File: src/rtl/deadband_quadratic_gain_pd_steer_defines.svh
// Assertion helpers for the steering controller.
`ifndef DEADBAND_QUADRATIC_GAIN_PD_STEER_DEFINES_SVH
`define DEADBAND_QUADRATIC_GAIN_PD_STEER_DEFINES_SVH

// Same-cycle implication, quiet during reset.
`define DQGPS_ASSERT_IMP(label, ante, cons) \
  label: assert property (@(posedge clk_i) disable iff (!rst_ni) (ante) |-> (cons)) \
    else $error("dqgps: implication check failed");

// Next-cycle implication, quiet during reset.
`define DQGPS_ASSERT_NXT(label, ante, cons) \
  label: assert property (@(posedge clk_i) disable iff (!rst_ni) (ante) |=> (cons)) \
    else $error("dqgps: next-cycle check failed");

`endif

File: src/rtl/dqgps_pkg.sv
package dqgps_pkg;

  localparam int unsigned STEP_W      = 4;
  localparam int unsigned POINT_RIGHT = 70;
  localparam int unsigned POINT_LEFT  = 10;

  typedef logic [STEP_W-1:0] step_t;

  typedef enum logic [2:0] {
    REG_CENTER = 3'd0,
    REG_LEFT   = 3'd1,
    REG_RIGHT  = 3'd2,
    REG_DBAND  = 3'd3,
    REG_BASE   = 3'd4,
    REG_QUAD   = 3'd5,
    REG_DIFF   = 3'd6
  } cfg_idx_e;

  typedef enum logic {
    ST_IDLE,
    ST_RUN
  } state_e;

  typedef enum logic [2:0] {
    OP_EXCESS,
    OP_MUL,
    OP_KP_ADD,
    OP_KP_BASE,
    OP_SUM,
    OP_CORR,
    OP_OUT
  } op_e;

  typedef enum logic [1:0] {
    A_X,
    A_QUAD,
    A_KP,
    A_DIFF
  } a_sel_e;

  typedef enum logic [1:0] {
    B_X,
    B_P,
    B_E,
    B_DE
  } b_sel_e;

  typedef enum logic {
    DST_P,
    DST_ACC
  } dst_e;

  typedef enum logic [1:0] {
    JMP_NONE,
    JMP_INBAND,
    JMP_ALWAYS
  } jmp_e;

  typedef struct packed {
    op_e    op;
    a_sel_e a_sel;
    b_sel_e b_sel;
    dst_e   dst;
    jmp_e   jmp;
    step_t  target;
  } ctrl_t;

  typedef struct packed {
    logic [15:0] center;
    logic [15:0] left;
    logic [15:0] right;
    logic [6:0]  dband;
    logic [23:0] base;
    logic [23:0] quad;
    logic [23:0] diff;
  } cfg_t;

  localparam step_t STEP_EXCESS  = 4'd0;
  localparam step_t STEP_SQ      = 4'd1;
  localparam step_t STEP_QMUL    = 4'd2;
  localparam step_t STEP_KP_ADD  = 4'd3;
  localparam step_t STEP_KP_BASE = 4'd4;
  localparam step_t STEP_PMUL    = 4'd5;
  localparam step_t STEP_DMUL    = 4'd6;
  localparam step_t STEP_SUM     = 4'd7;
  localparam step_t STEP_CORR    = 4'd8;
  localparam step_t STEP_OUT     = 4'd9;

  function automatic ctrl_t rom(input step_t s);
    ctrl_t c;
    c.op     = OP_OUT;
    c.a_sel  = A_X;
    c.b_sel  = B_X;
    c.dst    = DST_P;
    c.jmp    = JMP_NONE;
    c.target = STEP_EXCESS;
    unique case (s)
      STEP_EXCESS: begin
        c.op     = OP_EXCESS;
        c.jmp    = JMP_INBAND;
        c.target = STEP_KP_BASE;
      end
      STEP_SQ: begin
        c.op    = OP_MUL;
        c.a_sel = A_X;
        c.b_sel = B_X;
      end
      STEP_QMUL: begin
        c.op    = OP_MUL;
        c.a_sel = A_QUAD;
        c.b_sel = B_P;
      end
      STEP_KP_ADD: begin
        c.op     = OP_KP_ADD;
        c.jmp    = JMP_ALWAYS;
        c.target = STEP_PMUL;
      end
      STEP_KP_BASE: c.op = OP_KP_BASE;
      STEP_PMUL: begin
        c.op    = OP_MUL;
        c.a_sel = A_KP;
        c.b_sel = B_E;
        c.dst   = DST_ACC;
      end
      STEP_DMUL: begin
        c.op    = OP_MUL;
        c.a_sel = A_DIFF;
        c.b_sel = B_DE;
      end
      STEP_SUM:  c.op = OP_SUM;
      STEP_CORR: c.op = OP_CORR;
      default:   c.op = OP_OUT;
    endcase
    return c;
  endfunction

endpackage

File: src/rtl/deadband_quadratic_gain_pd_steer.sv
// Steering servo PD controller with scheduled proportional gain.
// Input stream: one word per camera frame, lateral error and track point.
// Output stream: one servo duty word per input word, in order.
// Config channel: register index and data, always ready; write only while
// the block is idle.
// A short microprogram in a constant table runs the datapath, one step a
// cycle except while the last step waits for the output register; a
// conditional jump skips the quadratic term when the error is inside the
// dead band. The step count is set by the single shared multiplier, used
// up to four times per word. The next word is taken the cycle after the
// result is registered.
// The output register holds a finished duty while the receiver stalls; the
// next word may run meanwhile and waits in its last step until the register
// frees.
// Reset clears the sequencer, output valid, previous error and restores the
// register defaults (right duty 65535, dead band 7, all else zero).
`include "deadband_quadratic_gain_pd_steer_defines.svh"

module deadband_quadratic_gain_pd_steer (
  input  logic        clk_i,
  input  logic        rst_ni,
  input  logic        s_axis_tvalid,
  output logic        s_axis_tready,
  input  logic [15:0] s_axis_tdata,   // [7:0] lateral_error, [15:8] track_point
  output logic        m_axis_tvalid,
  input  logic        m_axis_tready,
  output logic [15:0] m_axis_tdata,   // [15:0] servo_duty
  input  logic        cfg_valid_i,
  output logic        cfg_ready_o,
  input  logic [2:0]  cfg_addr_i,
  input  logic [23:0] cfg_data_i
);

  dqgps_pkg::cfg_t   cfg_q;
  dqgps_pkg::state_e st_q, st_d;
  dqgps_pkg::step_t  step_q, step_d;
  dqgps_pkg::ctrl_t  ctrl;
  logic              m_valid_q, m_valid_d;
  logic [15:0]       m_data_q;
  logic              out_free;
  logic              fire;
  logic              accept;
  logic              out_fire;
  logic              inband;
  logic [15:0]       duty;

  assign cfg_ready_o = 1'b1;

  always_ff @(posedge clk_i or negedge rst_ni) begin
    if (!rst_ni) begin
      cfg_q.center <= 16'd0;
      cfg_q.left   <= 16'd0;
      cfg_q.right  <= 16'hFFFF;
      cfg_q.dband  <= 7'd7;
      cfg_q.base   <= 24'd0;
      cfg_q.quad   <= 24'd0;
      cfg_q.diff   <= 24'd0;
    end else if (cfg_valid_i) begin
      unique case (dqgps_pkg::cfg_idx_e'(cfg_addr_i))
        dqgps_pkg::REG_CENTER: cfg_q.center <= cfg_data_i[15:0];
        dqgps_pkg::REG_LEFT:   cfg_q.left   <= cfg_data_i[15:0];
        dqgps_pkg::REG_RIGHT:  cfg_q.right  <= cfg_data_i[15:0];
        dqgps_pkg::REG_DBAND:  cfg_q.dband  <= cfg_data_i[6:0];
        dqgps_pkg::REG_BASE:   cfg_q.base   <= cfg_data_i;
        dqgps_pkg::REG_QUAD:   cfg_q.quad   <= cfg_data_i;
        dqgps_pkg::REG_DIFF:   cfg_q.diff   <= cfg_data_i;
        default: ;
      endcase
    end
  end

  assign ctrl     = dqgps_pkg::rom(step_q);
  assign out_free = !m_valid_q || m_axis_tready;
  assign accept   = s_axis_tvalid && s_axis_tready;
  assign out_fire = fire && ctrl.op == dqgps_pkg::OP_OUT;

  // next state
  always_comb begin
    st_d   = st_q;
    step_d = step_q;
    unique case (st_q)
      dqgps_pkg::ST_IDLE: begin
        if (s_axis_tvalid) begin
          st_d   = dqgps_pkg::ST_RUN;
          step_d = dqgps_pkg::STEP_EXCESS;
        end
      end
      dqgps_pkg::ST_RUN: begin
        if (fire) begin
          priority if (ctrl.op == dqgps_pkg::OP_OUT) begin
            st_d = dqgps_pkg::ST_IDLE;
          end else if (ctrl.jmp == dqgps_pkg::JMP_ALWAYS ||
                       (ctrl.jmp == dqgps_pkg::JMP_INBAND && inband)) begin
            step_d = ctrl.target;
          end else begin
            step_d = step_q + 1'b1;
          end
        end
      end
      default: st_d = dqgps_pkg::ST_IDLE;
    endcase
  end

  // outputs
  always_comb begin
    s_axis_tready = 1'b0;
    fire          = 1'b0;
    unique case (st_q)
      dqgps_pkg::ST_IDLE: s_axis_tready = 1'b1;
      dqgps_pkg::ST_RUN:  fire = (ctrl.op != dqgps_pkg::OP_OUT) || out_free;
      default: ;
    endcase
  end

  always_comb begin
    m_valid_d = m_valid_q;
    if (out_fire)           m_valid_d = 1'b1;
    else if (m_axis_tready) m_valid_d = 1'b0;
  end

  always_ff @(posedge clk_i or negedge rst_ni) begin
    if (!rst_ni) begin
      st_q      <= dqgps_pkg::ST_IDLE;
      step_q    <= dqgps_pkg::STEP_EXCESS;
      m_valid_q <= 1'b0;
    end else begin
      st_q      <= st_d;
      step_q    <= step_d;
      m_valid_q <= m_valid_d;
    end
  end

  always_ff @(posedge clk_i) begin
    if (out_fire) m_data_q <= duty;
  end

  assign m_axis_tvalid = m_valid_q;
  assign m_axis_tdata  = m_data_q;

  dqgps_datapath u_dp (
    .clk_i    (clk_i),
    .rst_ni   (rst_ni),
    .cfg_i    (cfg_q),
    .ctrl_i   (ctrl),
    .en_i     (fire),
    .load_i   (accept),
    .err_i    (s_axis_tdata[7:0]),
    .point_i  (s_axis_tdata[15:8]),
    .inband_o (inband),
    .duty_o   (duty)
  );

  `DQGPS_ASSERT_NXT(a_accept_starts, accept,
                    st_q == dqgps_pkg::ST_RUN && step_q == dqgps_pkg::STEP_EXCESS)
  `DQGPS_ASSERT_IMP(a_step_range, st_q == dqgps_pkg::ST_RUN,
                    step_q <= dqgps_pkg::STEP_OUT)
  `DQGPS_ASSERT_IMP(a_valid_from_out, $rose(m_axis_tvalid), $past(out_fire))

endmodule

File: src/rtl/dqgps_datapath.sv
module dqgps_datapath (
  input  logic              clk_i,
  input  logic              rst_ni,
  input  dqgps_pkg::cfg_t   cfg_i,
  input  dqgps_pkg::ctrl_t  ctrl_i,
  input  logic              en_i,
  input  logic              load_i,
  input  logic [7:0]        err_i,
  input  logic [7:0]        point_i,
  output logic              inband_o,
  output logic [15:0]       duty_o
);

  logic signed [7:0]  e_q;
  logic [7:0]         tp_q;
  logic signed [7:0]  prev_q;
  logic [7:0]         x_q;
  logic signed [49:0] p_q;
  logic [39:0]        kp_q;
  logic signed [49:0] acc_q;

  logic [8:0]         neg_e;
  logic [7:0]         mag;
  logic signed [8:0]  de;
  logic signed [40:0] mul_a;
  logic signed [15:0] mul_b;
  logic signed [56:0] mul_p;
  logic               acc_neg;
  logic [49:0]        acc_mag;
  logic [33:0]        quo;
  logic signed [35:0] corr_s;
  logic signed [36:0] duty_s;
  logic [16:0]        d17;
  logic [16:0]        lo;
  logic [16:0]        hi;

  assign neg_e    = 9'd0 - {e_q[7], e_q};
  assign mag      = e_q[7] ? neg_e[7:0] : e_q;
  assign inband_o = mag <= {1'b0, cfg_i.dband};
  assign de       = $signed({e_q[7], e_q}) - $signed({prev_q[7], prev_q});

  always_comb begin
    unique case (ctrl_i.a_sel)
      dqgps_pkg::A_X:    mul_a = $signed({33'd0, x_q});
      dqgps_pkg::A_QUAD: mul_a = $signed({17'd0, cfg_i.quad});
      dqgps_pkg::A_KP:   mul_a = $signed({1'b0, kp_q});
      default:           mul_a = $signed({17'd0, cfg_i.diff});
    endcase
    unique case (ctrl_i.b_sel)
      dqgps_pkg::B_X: mul_b = $signed({8'd0, x_q});
      dqgps_pkg::B_P: mul_b = $signed({1'b0, p_q[14:0]});
      dqgps_pkg::B_E: mul_b = $signed({{8{e_q[7]}}, e_q});
      default:        mul_b = $signed({{7{de[8]}}, de});
    endcase
  end

  assign mul_p = mul_a * mul_b;

  // truncation toward zero of the Q16 sum
  assign acc_neg = acc_q[49];
  assign acc_mag = acc_neg ? 50'(-acc_q) : acc_q;
  assign quo     = acc_mag[49:16];
  assign corr_s  = acc_neg ? -$signed({2'b00, quo}) : $signed({2'b00, quo});

  assign duty_s = $signed({21'd0, cfg_i.center}) - $signed(acc_q[36:0]);

  always_comb begin
    lo = (cfg_i.left < cfg_i.right) ? {1'b0, cfg_i.left}  : {1'b0, cfg_i.right};
    hi = (cfg_i.left < cfg_i.right) ? {1'b0, cfg_i.right} : {1'b0, cfg_i.left};
    priority if (duty_s[36]) begin
      d17 = 17'd0;
    end else if (|duty_s[35:16]) begin
      d17 = 17'h10000;
    end else begin
      d17 = {1'b0, duty_s[15:0]};
    end
    if (tp_q > 8'(dqgps_pkg::POINT_RIGHT)) d17 = {1'b0, cfg_i.right};
    if (tp_q < 8'(dqgps_pkg::POINT_LEFT))  d17 = {1'b0, cfg_i.left};
    if (d17 < lo) d17 = lo;
    if (d17 > hi) d17 = hi;
    duty_o = d17[15:0];
  end

  always_ff @(posedge clk_i or negedge rst_ni) begin
    if (!rst_ni) begin
      prev_q <= '0;
    end else if (en_i && ctrl_i.op == dqgps_pkg::OP_OUT) begin
      prev_q <= e_q;
    end
  end

  always_ff @(posedge clk_i) begin
    if (load_i) begin
      e_q  <= $signed(err_i);
      tp_q <= point_i;
    end
    if (en_i) begin
      unique case (ctrl_i.op)
        dqgps_pkg::OP_EXCESS:  x_q  <= mag - {1'b0, cfg_i.dband};
        dqgps_pkg::OP_MUL: begin
          if (ctrl_i.dst == dqgps_pkg::DST_ACC) acc_q <= mul_p[49:0];
          else                                  p_q   <= mul_p[49:0];
        end
        dqgps_pkg::OP_KP_ADD:  kp_q  <= {16'd0, cfg_i.base} + {1'b0, p_q[38:0]};
        dqgps_pkg::OP_KP_BASE: kp_q  <= {16'd0, cfg_i.base};
        dqgps_pkg::OP_SUM:     acc_q <= acc_q + p_q + 50'sd32768;
        dqgps_pkg::OP_CORR:    acc_q <= {{14{corr_s[35]}}, corr_s};
        default: ;
      endcase
    end
  end

endmodule

File: config.mk
export PLATFORM = sky130hd
export DESIGN_NAME = deadband_quadratic_gain_pd_steer
export DESIGN_NICKNAME = d
export VERILOG_FILES = /design/src/rtl/dqgps_pkg.sv /design/src/rtl/deadband_quadratic_gain_pd_steer.sv /design/src/rtl/dqgps_datapath.sv
export VERILOG_INCLUDE_DIRS = /design/src /design/src/rtl
export SDC_FILE = /design/constraint.sdc
export NUM_CORES = 2
export LEC_CHECK = 0
export ABC_AREA = 1
export ABC_CLOCK_PERIOD_IN_PS = 9100
export BUFFER_PORTS_ARGS = -buffer_cell sky130_fd_sc_hd__buf_2
export CAP_MARGIN = 20
export CORE_UTILIZATION = 60
export DETAILED_ROUTE_END_ITERATION = 16
export PLACE_DENSITY_LB_ADDON = 0.1
export SETUP_SLACK_MARGIN = 0.02
export SLEW_MARGIN = 20
export SYNTH_ARGS = -nofsm -noshare
export SYNTH_HDL_FRONTEND = slang
export SYNTH_SLANG_ARGS = --single-unit
File: constraint.sdc
create_clock -name clk_i -period 9.1 [get_ports clk_i]
set_input_delay 0 -clock clk_i [delete_from_list [all_inputs] [get_ports clk_i]]
set_output_delay 0 -clock clk_i [all_outputs]
set_load 0.05 [all_outputs]
==> flow_summary.ini <==
[place]
place_hpwl_um = 111000
io_buffers = 65
gp_routability_congestion = 1.01

[synthesis]
main_combinational_cell_family_by_area_after_synthesis = adder cells
synth.mux.area_fraction = 0
synth_area_per_cell_um2 = 7.68
synth-adder-area-share = 0.336
ys_warn_count = 0
synthesis.area_mm2 = 0.0438
post_synth_xor_area_fraction = 0.0226
synthArstFlopShare = 0.439
syn_inst = 5698
synth_compound_area_frac = 0.104
synth_enable_flop_cells = 180
synth.ff_latch_count = 321
synthDistinctLibCells = 67
synth-simple-area-share = 0.218
yosys_most_used_dff = sky130_fd_sc_hd__edfxtp_1
share_of_synthesized_area_occupied_by_flip_flops_and_latches = 0.205
synthesis.nets = 6608

[floorplan]
rows = 98
chipHeight_um = 272
die_area_mm2 = 0.0741
pin_count = 67
floorplan.initialDensity = 0.609
core_area_mm2 = 0.0719
die_width_um = 272

[layout]
final_layout_size_suffix_gt1_frac = 0.0740
areaGrowthSynthToFinish_pct = 8.42
nNetsFinal = 6720

[sta]
max_freq_mhz = 115
setup-tns-final_ns = 0
report.final.hold_viol_count = 0
worst-slew-pin-transition_ns = 1.04
setup_viol = 0
final_number_of_max_transition_violations = 0
relSlewSlack = 0.307
clock-skew-final_ns = 0.0214
final_cycle_utilization_of_the_critical_path = 0.958
grt_setup_unrepaired = false
timing.final.crit_period_ns = 8.72

[grt]
first_global_vias = 37600
use_met1 = 0.506
grt_pass1_wl_um = 212000
global_route.overflow_total = 0
gr_peak_layer = met2
grt_util_met3 = 0.0557
antenna_violations_before_repair = 3
grt_use_met2 = 0.604
pin_count_of_the_biggest_net_entering_global_routing = 79
global_router_s_overall_resource_usage = 0.373

[setup_path]
slowest_cell_on_the_critical_path = sky130_fd_sc_hd__fa_1
timing.critical_path.from_type = flip-flop
crit_arrival_ns = 9.14
worst-endpoint-required_ns = 9.52
critPathMaxFanout = 9
crit_path_max_incr_delay_ns = 0.68
crit_end_category = flip-flop
critical_path_class = flip-flop to flip-flop
critical-path-top-cell-by-count = sky130_fd_sc_hd__inv_1

[route]
wirelength_um = 136000
via_count = 38700
drt_drc = 0
post_drt_wl_per_cell_um = 20.0
initialDrtViolationCount = 3905
final_antenna_net_count = 0
drt_first_pass_iters = 8
post_drt_via_cell_ratio = 5.69

[cts]
clk_path_buf_depth = 3
clk-insertion-delay-late_ns = 0.57
clock_sink_count = 321
clkSlewWorstSetupHoldPaths_ns = 0.06
cts_tree = built
h-tree-depth = 2
root_buffer = sky130_fd_sc_hd__clkbuf_16
cts_inserted_buffers = 38

[status]
result_of_the_run = finished clean

[min_path]
hold_path_class = input port to asynchronous set/reset pin

[flow_run]
max_cap_violations = 0
==> critical path, delay by kind of cell (launching register included) <==
| kind | cells | cell delay [ns] |
|---|---|---|
| AOI/OAI and AO/OA | 7 | 1.59 |
| xor gates and xnor gates | 1 | 0.43 |
| adders and majority gates | 8 | 3.99 |
| buffers and inverters | 11 | 1.23 |
| DFF | 1 | 0.40 |
| and+or+nand+nor | 8 | 0.90 |
==> state kept, by name, indices dropped and copies added, names as in the netlist <==
register       cells
m_axis_tdata      16
u_dp.x_q           8
u_dp.tp_q          8
step_q             4
st_q               1
u_dp.kp_q         40
m_axis_tvalid      1
u_dp.p_q          50
u_dp.prev_q        8
cfg_q            127
u_dp.e_q           8
u_dp.acc_q        50
==> layout make-up <==
cell class                 count  area, um^2
multi-input combinational   4045       29900
fill                        6335       24400
sequential                   321        8960
inverter                    1186        4480
timing repair buffer         218        1660
tap                          950        1190
clock buffer                  54        1130
clock inverter                16         189
antenna                        2        5.00
==> path summary, 6_finish.rpt <==
check                               from  depth (start not counted)             end  slack [ns]
max in group asynchronous         rst_ni                          3       cfg_q[64]        7.86
hold reg to reg                cfg_q[77]                          2       cfg_q[77]        0.49
setup / recovery               step_q[0]                         35  u_dp.acc_q[40]        0.38
hold / removal                    rst_ni                          2      cfg_q[108]      0.0007
setup reg to reg               step_q[0]                         35  u_dp.acc_q[40]        0.38
min in group clk_i         cfg_addr_i[0]                          3       cfg_q[72]        0.13
==> layer usage <==
| metal | vias up | wire (um) |
|---|---|---|
| met3 | 291 | 11500 |
| met4 | 2 | 5990 |
| met2 | 1773 | 63200 |
| li1 | 18100 | - |
| met5 | - | 13 |
| met1 | 18500 | 55000 |
==> cell families (layout without fill, tap and decap cells) <==
| family | after synthesis | in the layout |
|---|---|---|
| and+or+nand+nor | 2271 | 2271 |
| other | 1 | 3 |
| DFF | 321 | 321 |
| adders and majority gates | 862 | 862 |
| AOI/OAI and AO/OA | 798 | 798 |
| xor gates and xnor gates | 113 | 113 |
| buffers and inverters | 1332 | 1474 |
==> Yosys cell counts (11+ instances only) <==
cell / instances / area (um^2)
sky130_fd_sc_hd__inv_1: 1141 / 4280
sky130_fd_sc_hd__a21oi_1: 288 / 1440
sky130_fd_sc_hd__fa_1: 523 / 10500
sky130_fd_sc_hd__inv_2: 35 / 131
sky130_fd_sc_hd__o21a_1: 33 / 248
sky130_fd_sc_hd__clkbuf_1: 125 / 469
sky130_fd_sc_hd__ha_1: 339 / 4240
sky130_fd_sc_hd__nand2_2: 22 / 138
sky130_fd_sc_hd__or2_2: 45 / 282
sky130_fd_sc_hd__nor4_1: 19 / 119
sky130_fd_sc_hd__a221o_1: 19 / 190
sky130_fd_sc_hd__xnor2_1: 29 / 254
sky130_fd_sc_hd__xor2_1: 84 / 736
sky130_fd_sc_hd__dfrtp_1: 122 / 3050
sky130_fd_sc_hd__a31oi_1: 36 / 225
sky130_fd_sc_hd__o21ai_0: 304 / 1520
sky130_fd_sc_hd__nand4_1: 33 / 206
sky130_fd_sc_hd__dfstp_2: 19 / 499
sky130_fd_sc_hd__nand2_1: 1256 / 4710
sky130_fd_sc_hd__nor2_1: 533 / 2000
sky130_fd_sc_hd__edfxtp_1: 180 / 5410
sky130_fd_sc_hd__and2_1: 17 / 106
sky130_fd_sc_hd__nand3_1: 255 / 1280
sky130_fd_sc_hd__o211ai_1: 31 / 233
sky130_fd_sc_hd__a21o_1: 11 / 82.6
sky130_fd_sc_hd__nor3_1: 43 / 215
==> cell usage in the layout, fill, tap and decap left out, types with 41 or more instances in the layout <==
master,instances
sky130_fd_sc_hd__clkbuf_16,41
sky130_fd_sc_hd__buf_2,64
sky130_fd_sc_hd__o21ai_0,303
sky130_fd_sc_hd__nand2_1,1256
sky130_fd_sc_hd__ha_1,339
sky130_fd_sc_hd__nor2_1,522
sky130_fd_sc_hd__xor2_1,84
sky130_fd_sc_hd__dlygate4sd3_1,43
sky130_fd_sc_hd__edfxtp_1,180
sky130_fd_sc_hd__nand3_1,255
sky130_fd_sc_hd__inv_1,1138
sky130_fd_sc_hd__fa_1,523
sky130_fd_sc_hd__buf_4,102
sky130_fd_sc_hd__nor3_1,43
sky130_fd_sc_hd__dfrtp_1,122
sky130_fd_sc_hd__or2_2,45
sky130_fd_sc_hd__a21oi_1,285
==> stage by stage <==
step / hold WS [ns] / std cells / setup WS [ns] / util / area (um^2)
detailed placement: 0.0335 / 6668 / 0.317 / 0.634 / 45600
CTS: 0.00281 / 6781 / 0.282 / 0.658 / 47300
floorplan: -0.296 / 5698 / 1.15 / - / 43800
global placement: 0.0328 / 6668 / 0.372 / 0.634 / 45600
finish: 0.000666 / 6792 / 0.379 / 0.661 / 47500
global route: 0.0562 / 6791 / 0.0344 / 0.661 / 47500
==> what timing repair did <==
item	in CTS	in global routing
hold buffers	43	0
endpoints found under the setup margin	0	28
buffers inserted	0	9
hold endpoints to repair	210	0
resized for setup	0	26
Power is not shown: default switching activity piles up to over one toggle a cycle in this logic, so the estimate is an artifact.
